<file path="config.mk">
export PLATFORM = sky130hd
export DESIGN_NAME = ring_message_queue_with_jam
export DESIGN_NICKNAME = d
export VERILOG_FILES = /design/src/rtl/rmqj_pkg.sv /design/src/rtl/rmqj_ram.sv /design/src/rtl/rmqj_ctrl.sv /design/src/rtl/rmqj_datapath.sv /design/src/rtl/ring_message_queue_with_jam.sv
export SDC_FILE = /design/constraint.sdc
export NUM_CORES = 1
export LEC_CHECK = 0
export BUFFER_PORTS_ARGS = -buffer_cell sky130_fd_sc_hd__buf_2
export CAP_MARGIN = 40
export CORE_MARGIN = 1
export CORE_UTILIZATION = 45
export CTS_CLUSTER_SIZE = 40
export DETAILED_ROUTE_END_ITERATION = 12
export HOLD_SLACK_MARGIN = 0.08
export PLACE_DENSITY = 0.66
export SKIP_CTS_REPAIR_TIMING = 1
export SLEW_MARGIN = 10
export SYNTH_ARGS = -nofsm -noshare
export SYNTH_HDL_FRONTEND = slang
export SYNTH_SLANG_ARGS = --single-unit
</file>
<file path="constraint.sdc">
create_clock -name clk -period 15.8 [get_ports clk]
set_input_delay 3.16 -clock clk [delete_from_list [all_inputs] [get_ports clk]]
set_output_delay 3.16 -clock clk [all_outputs]
set_load 0.03 [all_outputs]
</file>
<file path="src/rtl/rmqj_pkg.sv">
`default_nettype none

package rmqj_pkg;

  localparam int DEFAULT_MAX_SLOTS = 16;
  localparam int MSG_W = 32;
  localparam int CNT_W = 5;
  localparam int CAP_RESET = 16;
  localparam int ADDR_W = 3;
  localparam int DATA_W = 32;

  // Register indexes (byte address divided by four).
  localparam logic [ADDR_W-3:0] REG_CAPACITY = '0;

  // Request kinds.
  localparam logic [1:0] REQ_SEND    = 2'd0;
  localparam logic [1:0] REQ_JAM     = 2'd1;
  localparam logic [1:0] REQ_RECEIVE = 2'd2;
  localparam logic [1:0] REQ_PEEK    = 2'd3;

  // Result status codes.
  localparam logic [1:0] ST_DONE    = 2'd0;
  localparam logic [1:0] ST_REFUSED = 2'd1;
  localparam logic [1:0] ST_WAIT    = 2'd2;

  typedef struct packed {
    logic [1:0]       req_type;
    logic [MSG_W-1:0] message;
    logic             wait_if_unavailable;
  } req_t;

  typedef struct packed {
    logic [1:0]       status;
    logic [MSG_W-1:0] message_out;
    logic [CNT_W-1:0] used_count;
  } rsp_t;

  // Controller to datapath.
  typedef struct packed {
    logic load;
    logic exec;
    logic finish;
  } cmd_t;

  // Datapath to controller.
  typedef struct packed {
    logic out_free;
  } stat_t;

endpackage

`default_nettype wire

</file>
<file path="src/rtl/rmqj_ram.sv">
`default_nettype none

module rmqj_ram #(
  parameter int WIDTH = 32,
  parameter int DEPTH = 16,
  localparam int AW = (DEPTH > 1) ? $clog2(DEPTH) : 1
) (
  input  wire logic                 clk,
  input  wire logic                 wr_en,
  input  wire logic [AW-1:0]        wr_addr,
  input  wire logic [WIDTH-1:0]     wr_data,
  input  wire logic                 rd_en,
  input  wire logic [AW-1:0]        rd_addr,
  output      logic [WIDTH-1:0]     rd_data
);

  logic [WIDTH-1:0] mem [DEPTH];

  always_ff @(posedge clk) begin
    if (wr_en) begin
      mem[wr_addr] <= wr_data;
    end
    if (rd_en) begin
      rd_data <= mem[rd_addr];
    end
  end

endmodule

`default_nettype wire

</file>
<file path="src/rtl/rmqj_ctrl.sv">
`default_nettype none

module rmqj_ctrl (
  input  wire logic           clk,
  input  wire logic           rst,
  input  wire logic           req_valid,
  output      logic           req_stall,
  input  wire rmqj_pkg::stat_t stat,
  output      rmqj_pkg::cmd_t  cmd
);

  typedef enum logic [1:0] {
    IDLE,
    EXEC,
    FIN
  } state_t;

  state_t state;

  always_ff @(posedge clk) begin
    if (rst) begin
      state     <= IDLE;
      req_stall <= 1'b0;
    end else begin
      case (state)
        IDLE: begin
          if (req_valid) begin
            state     <= EXEC;
            req_stall <= 1'b1;
          end
        end
        EXEC: begin
          state <= FIN;
        end
        FIN: begin
          if (stat.out_free) begin
            state     <= IDLE;
            req_stall <= 1'b0;
          end
        end
        default: begin
          state     <= IDLE;
          req_stall <= 1'b0;
        end
      endcase
    end
  end

  always_comb begin
    cmd.load   = (state == IDLE) && req_valid;
    cmd.exec   = (state == EXEC);
    cmd.finish = (state == FIN) && stat.out_free;
  end

endmodule

`default_nettype wire

</file>
<file path="src/rtl/rmqj_datapath.sv">
`default_nettype none

module rmqj_datapath #(
  parameter int MAX_SLOTS = rmqj_pkg::DEFAULT_MAX_SLOTS,
  localparam int IDX_W = (MAX_SLOTS > 1) ? $clog2(MAX_SLOTS) : 1
) (
  input  wire logic                          clk,
  input  wire logic                          rst,
  input  wire rmqj_pkg::cmd_t                cmd,
  output      rmqj_pkg::stat_t               stat,
  input  wire rmqj_pkg::req_t                req,
  output      logic                          rsp_valid,
  input  wire logic                          rsp_stall,
  output      rmqj_pkg::rsp_t                rsp,
  input  wire logic                          psel,
  input  wire logic                          penable,
  input  wire logic                          pwrite,
  input  wire logic [rmqj_pkg::ADDR_W-1:0]   paddr,
  input  wire logic [rmqj_pkg::DATA_W-1:0]   pwdata,
  output      logic [rmqj_pkg::DATA_W-1:0]   prdata,
  output      logic                          ram_wr_en,
  output      logic [IDX_W-1:0]              ram_wr_addr,
  output      logic [rmqj_pkg::MSG_W-1:0]    ram_wr_data,
  output      logic                          ram_rd_en,
  output      logic [IDX_W-1:0]              ram_rd_addr,
  input  wire logic [rmqj_pkg::MSG_W-1:0]    ram_rd_data
);

  localparam int CNT_W = rmqj_pkg::CNT_W;
  localparam int SUM_W = ((IDX_W > CNT_W) ? IDX_W : CNT_W) + 1;
  localparam int CAP_MAX_I = (MAX_SLOTS > 31) ? 31 : MAX_SLOTS;
  localparam int CAP_RST_I = (CAP_MAX_I < rmqj_pkg::CAP_RESET) ? CAP_MAX_I
                                                               : rmqj_pkg::CAP_RESET;
  localparam logic [CNT_W-1:0] CAP_MAX = CNT_W'(CAP_MAX_I);
  localparam logic [CNT_W-1:0] CAP_RST = CNT_W'(CAP_RST_I);

  rmqj_pkg::req_t    req_reg;
  logic [IDX_W-1:0]  head;
  logic [IDX_W-1:0]  head_next;
  logic [CNT_W-1:0]  count;
  logic [CNT_W-1:0]  count_next;
  logic [CNT_W-1:0]  capacity;
  logic [1:0]        pend_status;
  logic              pend_read;
  logic [CNT_W-1:0]  pend_count;

  logic              cfg_wr;
  logic [CNT_W-1:0]  cap_raw;
  logic [CNT_W-1:0]  cap_clamped;

  logic              is_put;
  logic              is_jam;
  logic              ok;
  logic [1:0]        status_now;
  logic [SUM_W-1:0]  cap_ext;
  logic [SUM_W-1:0]  tail_sum;
  logic [SUM_W-1:0]  inc_sum;
  logic [SUM_W-1:0]  dec_sum;
  logic [IDX_W-1:0]  tail_idx;
  logic [IDX_W-1:0]  head_inc;
  logic [IDX_W-1:0]  head_dec;

  // Register port.
  assign cfg_wr  = psel && penable && pwrite && (paddr[rmqj_pkg::ADDR_W-1:2] ==
                                                 rmqj_pkg::REG_CAPACITY);
  assign cap_raw = pwdata[CNT_W-1:0];
  assign prdata  = {{(rmqj_pkg::DATA_W-CNT_W){1'b0}}, capacity};

  always_comb begin
    cap_clamped = cap_raw;
    if (cap_raw == '0) begin
      cap_clamped = CNT_W'(1);
    end else if (cap_raw > CAP_MAX) begin
      cap_clamped = CAP_MAX;
    end
  end

  // Index arithmetic; every sum stays below twice the capacity, so one
  // compare and subtract wraps it.
  always_comb begin
    cap_ext  = SUM_W'(capacity);
    tail_sum = SUM_W'(head) + SUM_W'(count);
    if (tail_sum >= cap_ext) begin
      tail_sum = tail_sum - cap_ext;
    end
    inc_sum = SUM_W'(head) + SUM_W'(1);
    if (inc_sum >= cap_ext) begin
      inc_sum = inc_sum - cap_ext;
    end
    if (head == '0) begin
      dec_sum = cap_ext - SUM_W'(1);
    end else begin
      dec_sum = SUM_W'(head) - SUM_W'(1);
    end
    tail_idx = tail_sum[IDX_W-1:0];
    head_inc = inc_sum[IDX_W-1:0];
    head_dec = dec_sum[IDX_W-1:0];
  end

  always_comb begin
    is_jam = (req_reg.req_type == rmqj_pkg::REQ_JAM);
    is_put = (req_reg.req_type == rmqj_pkg::REQ_SEND) || is_jam;
    ok     = is_put ? (count < capacity) : (count != '0);
    if (ok) begin
      status_now = rmqj_pkg::ST_DONE;
    end else if (req_reg.wait_if_unavailable) begin
      status_now = rmqj_pkg::ST_WAIT;
    end else begin
      status_now = rmqj_pkg::ST_REFUSED;
    end

    head_next  = head;
    count_next = count;
    if (ok) begin
      if (is_put) begin
        count_next = count + CNT_W'(1);
        if (is_jam) begin
          head_next = head_dec;
        end
      end else if (req_reg.req_type == rmqj_pkg::REQ_RECEIVE) begin
        count_next = count - CNT_W'(1);
        head_next  = head_inc;
      end
    end
  end

  assign ram_wr_en   = cmd.exec && ok && is_put;
  assign ram_wr_addr = is_jam ? head_dec : tail_idx;
  assign ram_wr_data = req_reg.message;
  assign ram_rd_en   = cmd.exec && ok && !is_put;
  assign ram_rd_addr = head;

  assign stat.out_free = !rsp_valid || !rsp_stall;

  always_ff @(posedge clk) begin
    if (cmd.load) begin
      req_reg <= req;
    end
    if (cmd.exec) begin
      pend_status <= status_now;
      pend_read   <= ok && !is_put;
      pend_count  <= count_next;
    end
    if (cmd.finish) begin
      rsp.status      <= pend_status;
      rsp.message_out <= pend_read ? ram_rd_data : '0;
      rsp.used_count  <= pend_count;
    end
  end

  always_ff @(posedge clk) begin
    if (rst) begin
      head      <= '0;
      count     <= '0;
      capacity  <= CAP_RST;
      rsp_valid <= 1'b0;
    end else begin
      if (cfg_wr) begin
        capacity <= cap_clamped;
        head     <= '0;
        count    <= '0;
      end else if (cmd.exec) begin
        head  <= head_next;
        count <= count_next;
      end
      if (cmd.finish) begin
        rsp_valid <= 1'b1;
      end else if (!rsp_stall) begin
        rsp_valid <= 1'b0;
      end
    end
  end

endmodule

`default_nettype wire

</file>
<file path="src/rtl/ring_message_queue_with_jam.sv">
// Ring message queue with head insertion. Each request transaction carries
// one of four kinds: send appends its message at the tail, jam inserts it in
// front of the head, receive removes and returns the head message, and peek
// returns the head message without removing it. Every request produces
// exactly one response transaction with a status (done, refused, or must
// wait and retry), the head message for a completed receive or peek (zero
// otherwise), and the number of messages held afterwards. A send or jam on a
// full queue, or a receive or peek on an empty one, leaves the queue as it
// was and reports refused, or must-wait when the request's wait flag is set.
// The capacity register (address 0, bits 4:0) selects how many of the
// MAX_SLOTS slots are in use; zero is taken as one and values above the
// slot count are clamped. Writing it empties the queue, and it should only
// be written while no transaction is in flight. A request passes through
// capture, execute and finish: capture registers it, execute updates the
// indices and accesses the message store, and finish loads the response
// register with the store's registered read data. A new request is accepted
// only once the previous one has finished; a waiting response holds the
// next request in its final step until the response register frees up.
// There is no clearing pass after reset.

`default_nettype none

module ring_message_queue_with_jam #(
  parameter int MAX_SLOTS = rmqj_pkg::DEFAULT_MAX_SLOTS
) (
  input  wire logic                        clk,
  input  wire logic                        rst,
  input  wire logic                        req_valid,
  output      logic                        req_stall,
  input  wire rmqj_pkg::req_t              req,
  output      logic                        rsp_valid,
  input  wire logic                        rsp_stall,
  output      rmqj_pkg::rsp_t              rsp,
  input  wire logic                        psel,
  input  wire logic                        penable,
  input  wire logic                        pwrite,
  input  wire logic [rmqj_pkg::ADDR_W-1:0] paddr,
  input  wire logic [rmqj_pkg::DATA_W-1:0] pwdata,
  output      logic [rmqj_pkg::DATA_W-1:0] prdata,
  output      logic                        pready
);

  localparam int IDX_W = (MAX_SLOTS > 1) ? $clog2(MAX_SLOTS) : 1;

  rmqj_pkg::cmd_t             cmd;
  rmqj_pkg::stat_t            stat;
  logic                       ram_wr_en;
  logic [IDX_W-1:0]           ram_wr_addr;
  logic [rmqj_pkg::MSG_W-1:0] ram_wr_data;
  logic                       ram_rd_en;
  logic [IDX_W-1:0]           ram_rd_addr;
  logic [rmqj_pkg::MSG_W-1:0] ram_rd_data;

  // The register port never inserts wait states.
  assign pready = 1'b1;

  // The controller sequences each transaction through capture, execute and
  // finish; it only advances out of finish when the response register is
  // free or is being emptied in the same cycle.
  rmqj_ctrl u_ctrl (
    .clk       (clk),
    .rst       (rst),
    .req_valid (req_valid),
    .req_stall (req_stall),
    .stat      (stat),
    .cmd       (cmd)
  );

  // The datapath holds the head index, the fill count, the capacity
  // register and the response register.
  rmqj_datapath #(
    .MAX_SLOTS (MAX_SLOTS)
  ) u_datapath (
    .clk         (clk),
    .rst         (rst),
    .cmd         (cmd),
    .stat        (stat),
    .req         (req),
    .rsp_valid   (rsp_valid),
    .rsp_stall   (rsp_stall),
    .rsp         (rsp),
    .psel        (psel),
    .penable     (penable),
    .pwrite      (pwrite),
    .paddr       (paddr),
    .pwdata      (pwdata),
    .prdata      (prdata),
    .ram_wr_en   (ram_wr_en),
    .ram_wr_addr (ram_wr_addr),
    .ram_wr_data (ram_wr_data),
    .ram_rd_en   (ram_rd_en),
    .ram_rd_addr (ram_rd_addr),
    .ram_rd_data (ram_rd_data)
  );

  // Message store: one write port for send and jam, one registered read
  // port for the head message. Its contents are not reset; only slots that
  // have been written are ever read back.
  rmqj_ram #(
    .WIDTH (rmqj_pkg::MSG_W),
    .DEPTH (MAX_SLOTS)
  ) u_store (
    .clk     (clk),
    .wr_en   (ram_wr_en),
    .wr_addr (ram_wr_addr),
    .wr_data (ram_wr_data),
    .rd_en   (ram_rd_en),
    .rd_addr (ram_rd_addr),
    .rd_data (ram_rd_data)
  );

endmodule

`default_nettype wire

</file>
== After elaboration in Yosys (flattened, before gate mapping) ==
Memories as Yosys holds them, arrays and structs flattened. A register that Yosys moved wholly into a read port is not among the register bits.
Index checks and enable logic that the tools add are counted.

* Memories kept: 1
* Bits in writable memories: 512
* Register bits: 100
* Output and inout port bits: 74

{| class="wikitable"
|+ Memory list
! name !! words !! width !! rd ports !! clocked after Yosys merged registers in !! write ports !! RTL line !! RTL
|-
| u_store.mem || 16 || 32 || 1 || 1 || 1 || rmqj_ram.sv:17 || <nowiki>logic [WIDTH-1:0] mem [DEPTH];</nowiki>
|}

* Reductions and logical operators: 24
* Magnitude comparators: 4
* $add $sub $neg: 8
* Bitwise operators: 2
* Mux-type cells: 24
* Equal/unequal tests: 8

{| class="wikitable"
|+ Operators with widths
! cell !! count
|-
| $mux 4 || 7
|-
| $mux 5 || 5
|-
| $logic_and 1x1->1 || 9
|-
| $sub 4x1->4 const B || 2
|-
| $sub 4x4->4 || 2
|-
| $mux 1 || 7
|-
| $add 4x5->6 || 1
|-
| $ge 6x5->1 || 1
|-
| $mux 2 || 3
|-
| $pmux 2 s3 || 1
|-
| $add 4x1->5 const B || 1
|-
| $add 5x1->5 const B || 1
|-
| $ge 5x5->1 || 1
|-
| $gt 5x5->1 const B || 1
|-
| $logic_not 5->1 || 1
|-
| $lt 5x5->1 || 1
|-
| $reduce_bool 5->1 || 1
|-
| $sub 5x1->5 const B || 1
|-
| $eq 2x1->1 const B || 2
|-
| $eq 2x2->1 const B || 2
|-
| $logic_not 2->1 || 2
|-
| $logic_not 4->1 || 1
|-
| $ne 2x1->1 const B || 2
|-
| $ne 2x2->1 const B || 2
|-
| other kinds (9) || 13
|}

== Depth between registers and ports, before layout ==
Gate-level depths: netlist (run 1).

* Depth after elaboration: 7
* Gate-level depth with buffers: 17
* Mapped depth without buffers: 14

== Cells and area by module ==
A second synthesis (run 1) with hierarchy kept.

* Cells, all modules: 1,251
* Area total of the unflattened synthesis: 25,217.9 µm²

{| class="wikitable"
|+ Modules (own cells, without submodules)
! module !! times used !! area an instance (µm²) !! sequential area each (µm²) !! cells an instance
|-
| rmqj_ram || 1 || 20,155.6 || 16,335.7 || 838
|-
| rmqj_datapath || 1 || 4,904.7 || 2,762.6 || 396
|-
| rmqj_ctrl || 1 || 146.4 || 60.1 || 15
|-
| ring_message_queue_with_jam || 1 || 11.3 || 0.0 || 2
|}

== Worst setup path after synthesis (run 1) ==
OpenSTA, ideal clock, no wires.

* Kind: input to register
* From: in rsp_stall
* To: reg, netlist name u_datapath.rsp[0]
* Arrival: 5,099 ps
* Stages: 1
* Path buffers: 0
* Setup slack: 10,253 ps
* Library setup time: 448 ps
* Cells stage by stage: a21oi_1

* Longest elaborated chain between the ends: 3

{| class="wikitable"
|+ Ends and longest elaborated chain
! element !! RTL line !! RTL
|-
| start: declaration || ring_message_queue_with_jam.sv:32 || <nowiki>input wire logic rsp_stall,</nowiki>
|-
| $logic_not 1->1 || rmqj_datapath.sv:133 || <nowiki>assign stat.out_free = !rsp_valid || !rsp_stall;</nowiki>
|-
| $logic_or 1x1->1 || rmqj_datapath.sv:133 ||
|-
| $logic_and 1x1->1 || rmqj_ctrl.sv:52 || <nowiki>cmd.finish = (state == FIN) && stat.out_free;</nowiki>
|}

No other way between the ends.
A chain may end at the register's enable or synchronous reset.

== Final worst setup path (run 1) ==
* From: reg u_datapath.head[1] (netlist: u_datapath.ram_rd_addr[1])
* To: mem u_store.mem[1][1], enable pin

* Longest elaborated chain between the ends: 4
* Elaborated cells between the ends (all ways): 8
* Classes of those cells: 3 x add/sub; 1 x order compare; 3 x mux; 1 x reduce/logical

{| class="wikitable"
|+ Ends and longest elaborated chain
! element !! RTL line !! RTL
|-
| start: declaration || rmqj_datapath.sv:38 || <nowiki>logic [IDX_W-1:0] head;</nowiki>
|-
| start signal: assignment || rmqj_datapath.sv:163 || <nowiki>head <= head_next;</nowiki>
|-
| $add 4x5->6 || rmqj_datapath.sv:82 || <nowiki>tail_sum = SUM_W'(head) + SUM_W'(count);</nowiki>
|-
| $ge 6x5->1 or $sub 4x4->4 (tied branches) || rmqj_datapath.sv:83, rmqj_datapath.sv:84 ||
|-
| $mux 4 || rmqj_datapath.sv:83 || <nowiki>if (tail_sum >= cap_ext) begin</nowiki>
|-
| $mux 4 (*) || rmqj_datapath.sv:128 || <nowiki>assign ram_wr_addr = is_jam ? head_dec : tail_idx;</nowiki>
|-
| end: declaration || rmqj_ram.sv:17 ||
|}

Every way passes the cells marked *; elsewhere a longest branch is shown, timed or not.

==> run metrics, run 1 <==
share of layout cells above drive strength 1 30.2%; CTS Buf Count 67; Primary FF master, synth edfxtp_1; worst setup path start u_datapath.ram_rd_addr[1]; status finished clean; number of vias per cell 5.52; # H-tree levels 3; largest net degree at the start of global routing between 100 and 150; Syn. warnings 0; Die ar. 56,800 um2; unrepaired setup endpoints after global routing no; hpwl dp 26.0 mm; static leakage about 9.1 nW; startpoint class of the critical path flop; Slew Viols, Final 0; 1st-pass router iterations 6; Hold WS 0.418 ns; gr usage total 18.6%; final hold vios 0; Skew-Pair Late Insertion Delay 0.60 ns; Relative slew margins 38.1%; Synth-to-Final Area Change 14.0%; PD cells between 100 and 150 nW/um2; leading area contributor after synthesis edfxtp_1; ANT cells 0; max FFs per register between 500 and 600; slowest CP cell nor2_4; critical path arrival approximately 5.3 ns; CP top delay family simple AND/OR/NAND/NOR gates; sequential area share after synthesis about three quarters; Clock Skews approximately 0.016 ns; setup TNS 0 ns; die height 238 um; Routed WL 51.4 mm; synth top area cells edfxtp_1 75%, mux4_2 14%, dfxtp_1 1.4%; Max Cap Violations 0; via count 11,600; starting density of the core 45.6%; CTS tree built; fraction of registers with async set/reset 0%; clock sinks 644; crit-path max FO 32; vias in the first global route between 10,000 and 15,000; clk root buf clkbuf_16; Slowest Stage Delay on Critical Path 0.76 ns; CP Cell Sequence buf_4, inv_1, fa_1, inv_1, a21o_1, a21oi_1, xnor2_1, ha_1, nand3_1, or2_1, a41o_1, o2bb2ai_1, nand3_1, nor2_4, buf_4; Setup-failing EPs final 0; Max Fclk 198 MHz; antenna viol nets, final 0; # rows 86; first-pass GRT wire length around 76 mm; I/O Pins between 150 and 200; global route overflow 0; largest registers u_store.mem: 512 flops, u_datapath.rsp: 39 flops; DRC errors left 0; initial antenna violation count 0; Clock Pin Slew Worst Setup and Hold Paths approximately 0.060 ns; Worst-Margin Slew between 0.9 and 1 ns; Synth cell types between 60 and 70; Worst setup EP type flop; Die Wd approximately 240 um; core area 55,200 um2; Buf+Inv Stages, Crit Path 4; Biggest register u_store.mem; worst min-delay path startpoint u_datapath.pend_count[4]; detailed-route wire length per cell 24.5 um; Hold Crit Class flop to flop; gpl congestion about 0.77; area fraction of the dominant cell type after synthesis roughly three quarters; Tcrit/Tclk final a little under a third; Seq cells post-synth about 640; critical path type flop to flop; IO buf count 93; number of flops mapped to enable cells by yosys about 630; Peak VDD IR 81.4 uV; fin crit period just over 5 ns; DRT iter0 DRCs approximately 1,100; worst r2r src u_datapath.ram_rd_addr[1]; Max clock buf depth 3; Mean Syn Cell Area 21.8 um2; gate count of the mapped netlist ~1,200; Post-Syn Area approximately 25,000 um2; fin nets ~1,400; Worst Path Required roughly 16 ns
[per-stage QoR]
step / instance area (um2) / setup slack [ns] / util [%] / instances / total power, mW
after CTS: 28700 / 10.73 / 52.0 / 2094 / 3.59
after global routing: 28700 / 10.45 / 52.0 / 2094 / 3.66
final: 28700 / 10.76 / 52.0 / 2094 / 3.55
after floorplan: 25300 / 10.25 / - / 1182 / 2.05
after global placement: 26500 / 10.26 / 48.1 / 1970 / 2.08
after detailed placement: 26600 / 10.73 / 48.2 / 1973 / 2.09
[worst reg2reg max path, delay by kind of cell (launching register included)]
kind                       cells  cell delay [ns]
and+or+nand+nor                4             1.54
adders and majority gates      2             0.84
AOI/OAI and AO/OA              4             0.64
xor gates and xnor gates       1             0.13
DFF                            1             0.33
buffers and inverters          4             1.21
[cell families (layout without fill, tap and decap cells)]
| family | after synthesis | after routing | share of synthesized area [%] |
|---|---|---|---|
| compound gates | 76 | 76 | 2.35 |
| xor+xnor | 18 | 18 | 0.627 |
| fa+ha+maj | 29 | 29 | 1.53 |
| buf+inv | 104 | 268 | 2.31 |
| flops | 644 | 644 | 76.2 |
| mux | 161 | 161 | 14.4 |
| other cells | 2 | 28 | 0.0299 |
| simple gates | 122 | 122 | 2.62 |
[synth_stat cells (4+ instances only)]
cell      instances
a21oi_1          15
xnor2_1          11
nand2_1          17
o21ai_0          13
buf_4            31
clkbuf_1         20
ha_1             26
and2_1           33
edfxtp_1        626
nor3_1            5
buf_1             4
dfxtp_1          18
inv_1            24
xor2_1            7
nor2b_1           8
a211oi_1          4
nand3_1           7
nand2b_1          5
buf_2            16
a31oi_1           4
nor2_1           27
mux4_2          160
buf_6             7
[power by group]
part           total, mW  internal [mW]  switching, mW
combinational      0.129         0.0522         0.0767
sequential          1.92           1.90         0.0257
clock               1.50          0.870          0.632
[final timing paths]
check,endpoint,slack [ns],depth (start not counted)
worst min-delay path,u_datapath.rsp[4],0.42,0
worst max register to register,u_store.mem[1][1],10.76,15
worst min register to register,u_datapath.rsp[4],0.42,0
worst max-delay path,u_store.mem[1][1],10.76,15
[layout by cell type, fill, tap and decap left out, types with 9 or more instances in the layout]
cell type / synthesis / final
edfxtp_1: 626 / 626
mux4_2: 160 / 160
buf_2: 16 / 93
clkbuf_16: 0 / 69
and2_1: 33 / 33
conb_1: 2 / 28
ha_1: 26 / 26
buf_4: 31 / 25
inv_1: 24 / 24
nand2_1: 17 / 17
clkbuf_1: 20 / 17
clkinv_1: 1 / 17
nor2_4: 0 / 16
dfxtp_1: 18 / 15
a21oi_1: 15 / 14
o21ai_0: 13 / 13
xnor2_1: 11 / 11
nor2_1: 27 / 11
clkinv_2: 0 / 9
[cell type report]
class / instances / area [um2]
sequential: 644 / 19200
fill: 4257 / 26500
inverter: 25 / 93.8
tap: 748 / 936
timing repair buffer: 122 / 741
multi-input combinational: 434 / 5660
clock inverter: 35 / 298
clock buffer: 86 / 1790
[per-layer routing]
metal,track usage (%),share of wire [%]
met2,29.6,49
met5,0,0
met4,4.64,1.9
met3,3.45,5.7
met1,26.8,43
Note: power is estimated with default switching activity, not from simulation.
==> inputs of run 2 (changes only) <==
Clock period 15.8 ns to 4.85 ns, I/O delays scaled along.
==> run 2 against run 1 <==
Maximum frequency grew 16%. Sequential share of layout area fell by 1.2 points. Final cell count is 1.2% higher. Final area rose by 1.8%. Non-clock buffer count is 21 higher. Die area is the same. Clock-buffer cell count fell by 6. Critical path type unchanged. Combinational power rose to 3.4 times the previous value. Sequential cell count is the same. Register-to-register slack lost 10 ns. Core utilization is 0.95 points higher. Worst setup slack worse by 10 ns.
==> run metrics, run 2 (synthesis results as in run 1) <==
# H-tree levels 3 (unchanged); Die ar. 56,800 um2 (unchanged); DRC errors left 0 (unchanged); starting density of the core 45.6% (unchanged); static leakage 9.35 nW (+2.4%); Tcrit/Tclk final 90.0% (+58 points); clk root buf clkbuf_16; Biggest register u_store.mem; Clock Power Share 42.8% (+0.5 points); CTS tree built; startpoint class of the critical path flop; Max clock buf depth 3 (unchanged); commonest cells after routing, fill and taps aside 626 x edfxtp_1, 160 x mux4_2, 93 x buf_2; Buf+Inv Stages, Crit Path 3 (-1); 1st-pass router iterations 5 (-1); clock sinks 644 (unchanged); share of layout cells above drive strength 1 31.8% (+1.6 points); commonest non-fill, non-tap cell in the layout edfxtp_1; first-pass GRT wire length 77.3 mm (+1.4%); critical path type flop to flop; number of vias per cell 5.50 (-0.43%); IO buf count 93 (unchanged); Total Power 11.7 mW (+230%); PD cells 401 nW/um2 (+220%); DRT iter0 DRCs 1,156 (+8.2%); Inst Count DP 1,994 (+1.1%); Worst Path Required 5.08 ns (-10.97 ns); Clock Skews 0.0236 ns (+0.00785 ns); # fillers 4,230 (-0.63%); Die Wd 238 um (unchanged); Peak VDD IR 219 uV (+170%); gr usage total 18.9% (+0.30 points); Max Fclk 229 MHz (+16%); antenna viol nets, final 0 (unchanged); largest registers u_store.mem: 512 flops, u_datapath.rsp: 39 flops; Final Util 52.9% (+0.95 points); fin nets 1,422 (+1.6%); fin crit period 4.36 ns (-0.677 ns); slowest CP cell dfxtp_1; I/O Pins 151 (unchanged); crit-path max FO 21 (-34%); Relative slew margins 46.9% (+8.8 points); Synth-to-Final Area Change 16.1%; initial antenna violation count 1 (+1); detailed-route wire length per cell 24.5 um (about the same); Worst-Margin Slew 0.796 ns (-0.132 ns); global route overflow 0 (unchanged); fin cells 2,119 (+1.2%); largest net degree at the start of global routing 39 (-65%); hpwl dp 28.7 mm (+10%); Max Cap Violations 0 (unchanged); Setup-failing EPs final 0 (unchanged); CP Cell Sequence ha_1, inv_1, fa_1, inv_1, a21o_1, a21oi_1, xnor2_1, ha_1, nand3_1, or2_1, and3_1, o311ai_2, nand3_1, nor2_4, buf_4; Slew Viols, Final 0 (unchanged); gpl congestion 0.804 (+5.1%); final hold vios 0 (unchanged); Worst setup EP type flop; Skew-Pair Late Insertion Delay 0.60 ns (about the same); WP depth 15 (unchanged); Hold Crit Class flop to flop; critical path arrival 4.60 ns (-0.69 ns); max FFs per register 512 (unchanged); unrepaired setup endpoints after global routing no; R2R depth 15 (unchanged); via count 11,600 (+0.76%); CP top delay family simple AND/OR/NAND/NOR gates; cell-internal power 9.29 mW (+230%); combinational power share 3.8% (+0.2 points); die height 238 um (unchanged); Worst Hold Path Cells 0 (unchanged); Slowest Stage Delay on Critical Path 0.54 ns (-0.22 ns); vias in the first global route 12,000 (+3.0%); Clock Pin Slew Worst Setup and Hold Paths 0.06 ns (about the same); status finished clean; switching share of power 20.7% (+0.053 points); Seq pwr share 53.4% (-0.7 points); core area 55,200 um2 (unchanged); Switching Power 2.43 mW (+230%); ANT cells 0 (unchanged); Routed WL 52.0 mm (+1.3%); # rows 86 (unchanged); CTS Buf Count 68 (+1.5%)
-- run 2: cell count changes in the layout (fill, tap and decap cells not counted), sizes merged --
| cell | delta |
|---|---|
| buf | +21 |
| clkbuf | -6 |
| clkinvlp | +4 |
| clkinv | +3 |
| inv | +2 |
| bufinv | +1 |
-- run 2: worst reg2reg max path, cell delays in order, from the launching register on --
cell      delay (ns)
dfxtp_1         0.54
ha_1            0.24
inv_1           0.06
fa_1            0.43
inv_1           0.08
a21o_1          0.11
a21oi_1         0.07
xnor2_1         0.14
ha_1            0.35
nand3_1         0.10
or2_1           0.30
and3_1          0.22
o311ai_2        0.32
nand3_1         0.41
nor2_4          0.23
buf_4           0.41
-- run 2: cell type report --
type                    instances  area [um2]  area share, %
repair buffers                143        1190           4.08
multi-input cells             434        5660           19.4
flip-flops and latches        644       19200           65.6
inverters                      25        93.8          0.321
clock buffers                  80        1800           6.16
well taps                     748         936           3.20
clock inverters                45         364           1.25
-- run 2: final timing paths --
check                                              start             endpoint  slack [ns]
worst max register to register       u_datapath.count[0]  u_store.mem[11][15]        0.49
worst min register to register  u_datapath.pend_count[3]    u_datapath.rsp[3]        0.42
worst max-delay path                 u_datapath.count[0]  u_store.mem[11][15]        0.49
worst min-delay path            u_datapath.pend_count[3]    u_datapath.rsp[3]        0.42
-- run 2: through the flow --
step	TNS (ns)	hold slack [ns]	area, um2	worst slack [ns]
2_1_floorplan	-79.15	0.400	25300	-0.186
3_3_place_gp	0	0.402	26900	0.556
3_5_place_dp	0	0.409	27000	0.573
4_1_cts	0	0.424	29200	0.540
5_1_grt	0	0.435	29200	0.228
6_report	0	0.421	29200	0.486
-- run 2: power by group through the flow --
stage | registers (mW) | logic (mW) | clock network (mW)
2_1_floorplan | 6.36 | 0.308 | 0
5_1_grt | 6.27 | 0.476 | 5.35
3_5_place_dp | 6.38 | 0.446 | 0
6_report | 6.26 | 0.441 | 5.02
4_1_cts | 6.26 | 0.449 | 5.13
3_3_place_gp | 6.37 | 0.429 | 0
-- run 2: layer usage --
layer	vias to the layer above	share of wire, %	GRT usage [%]
met3	63	6.5	3.68
met1	6131	43	26.7
met4	0	1.7	5.46
met5	-	0	0
met2	402	49	30.3
li1	5053	-	-
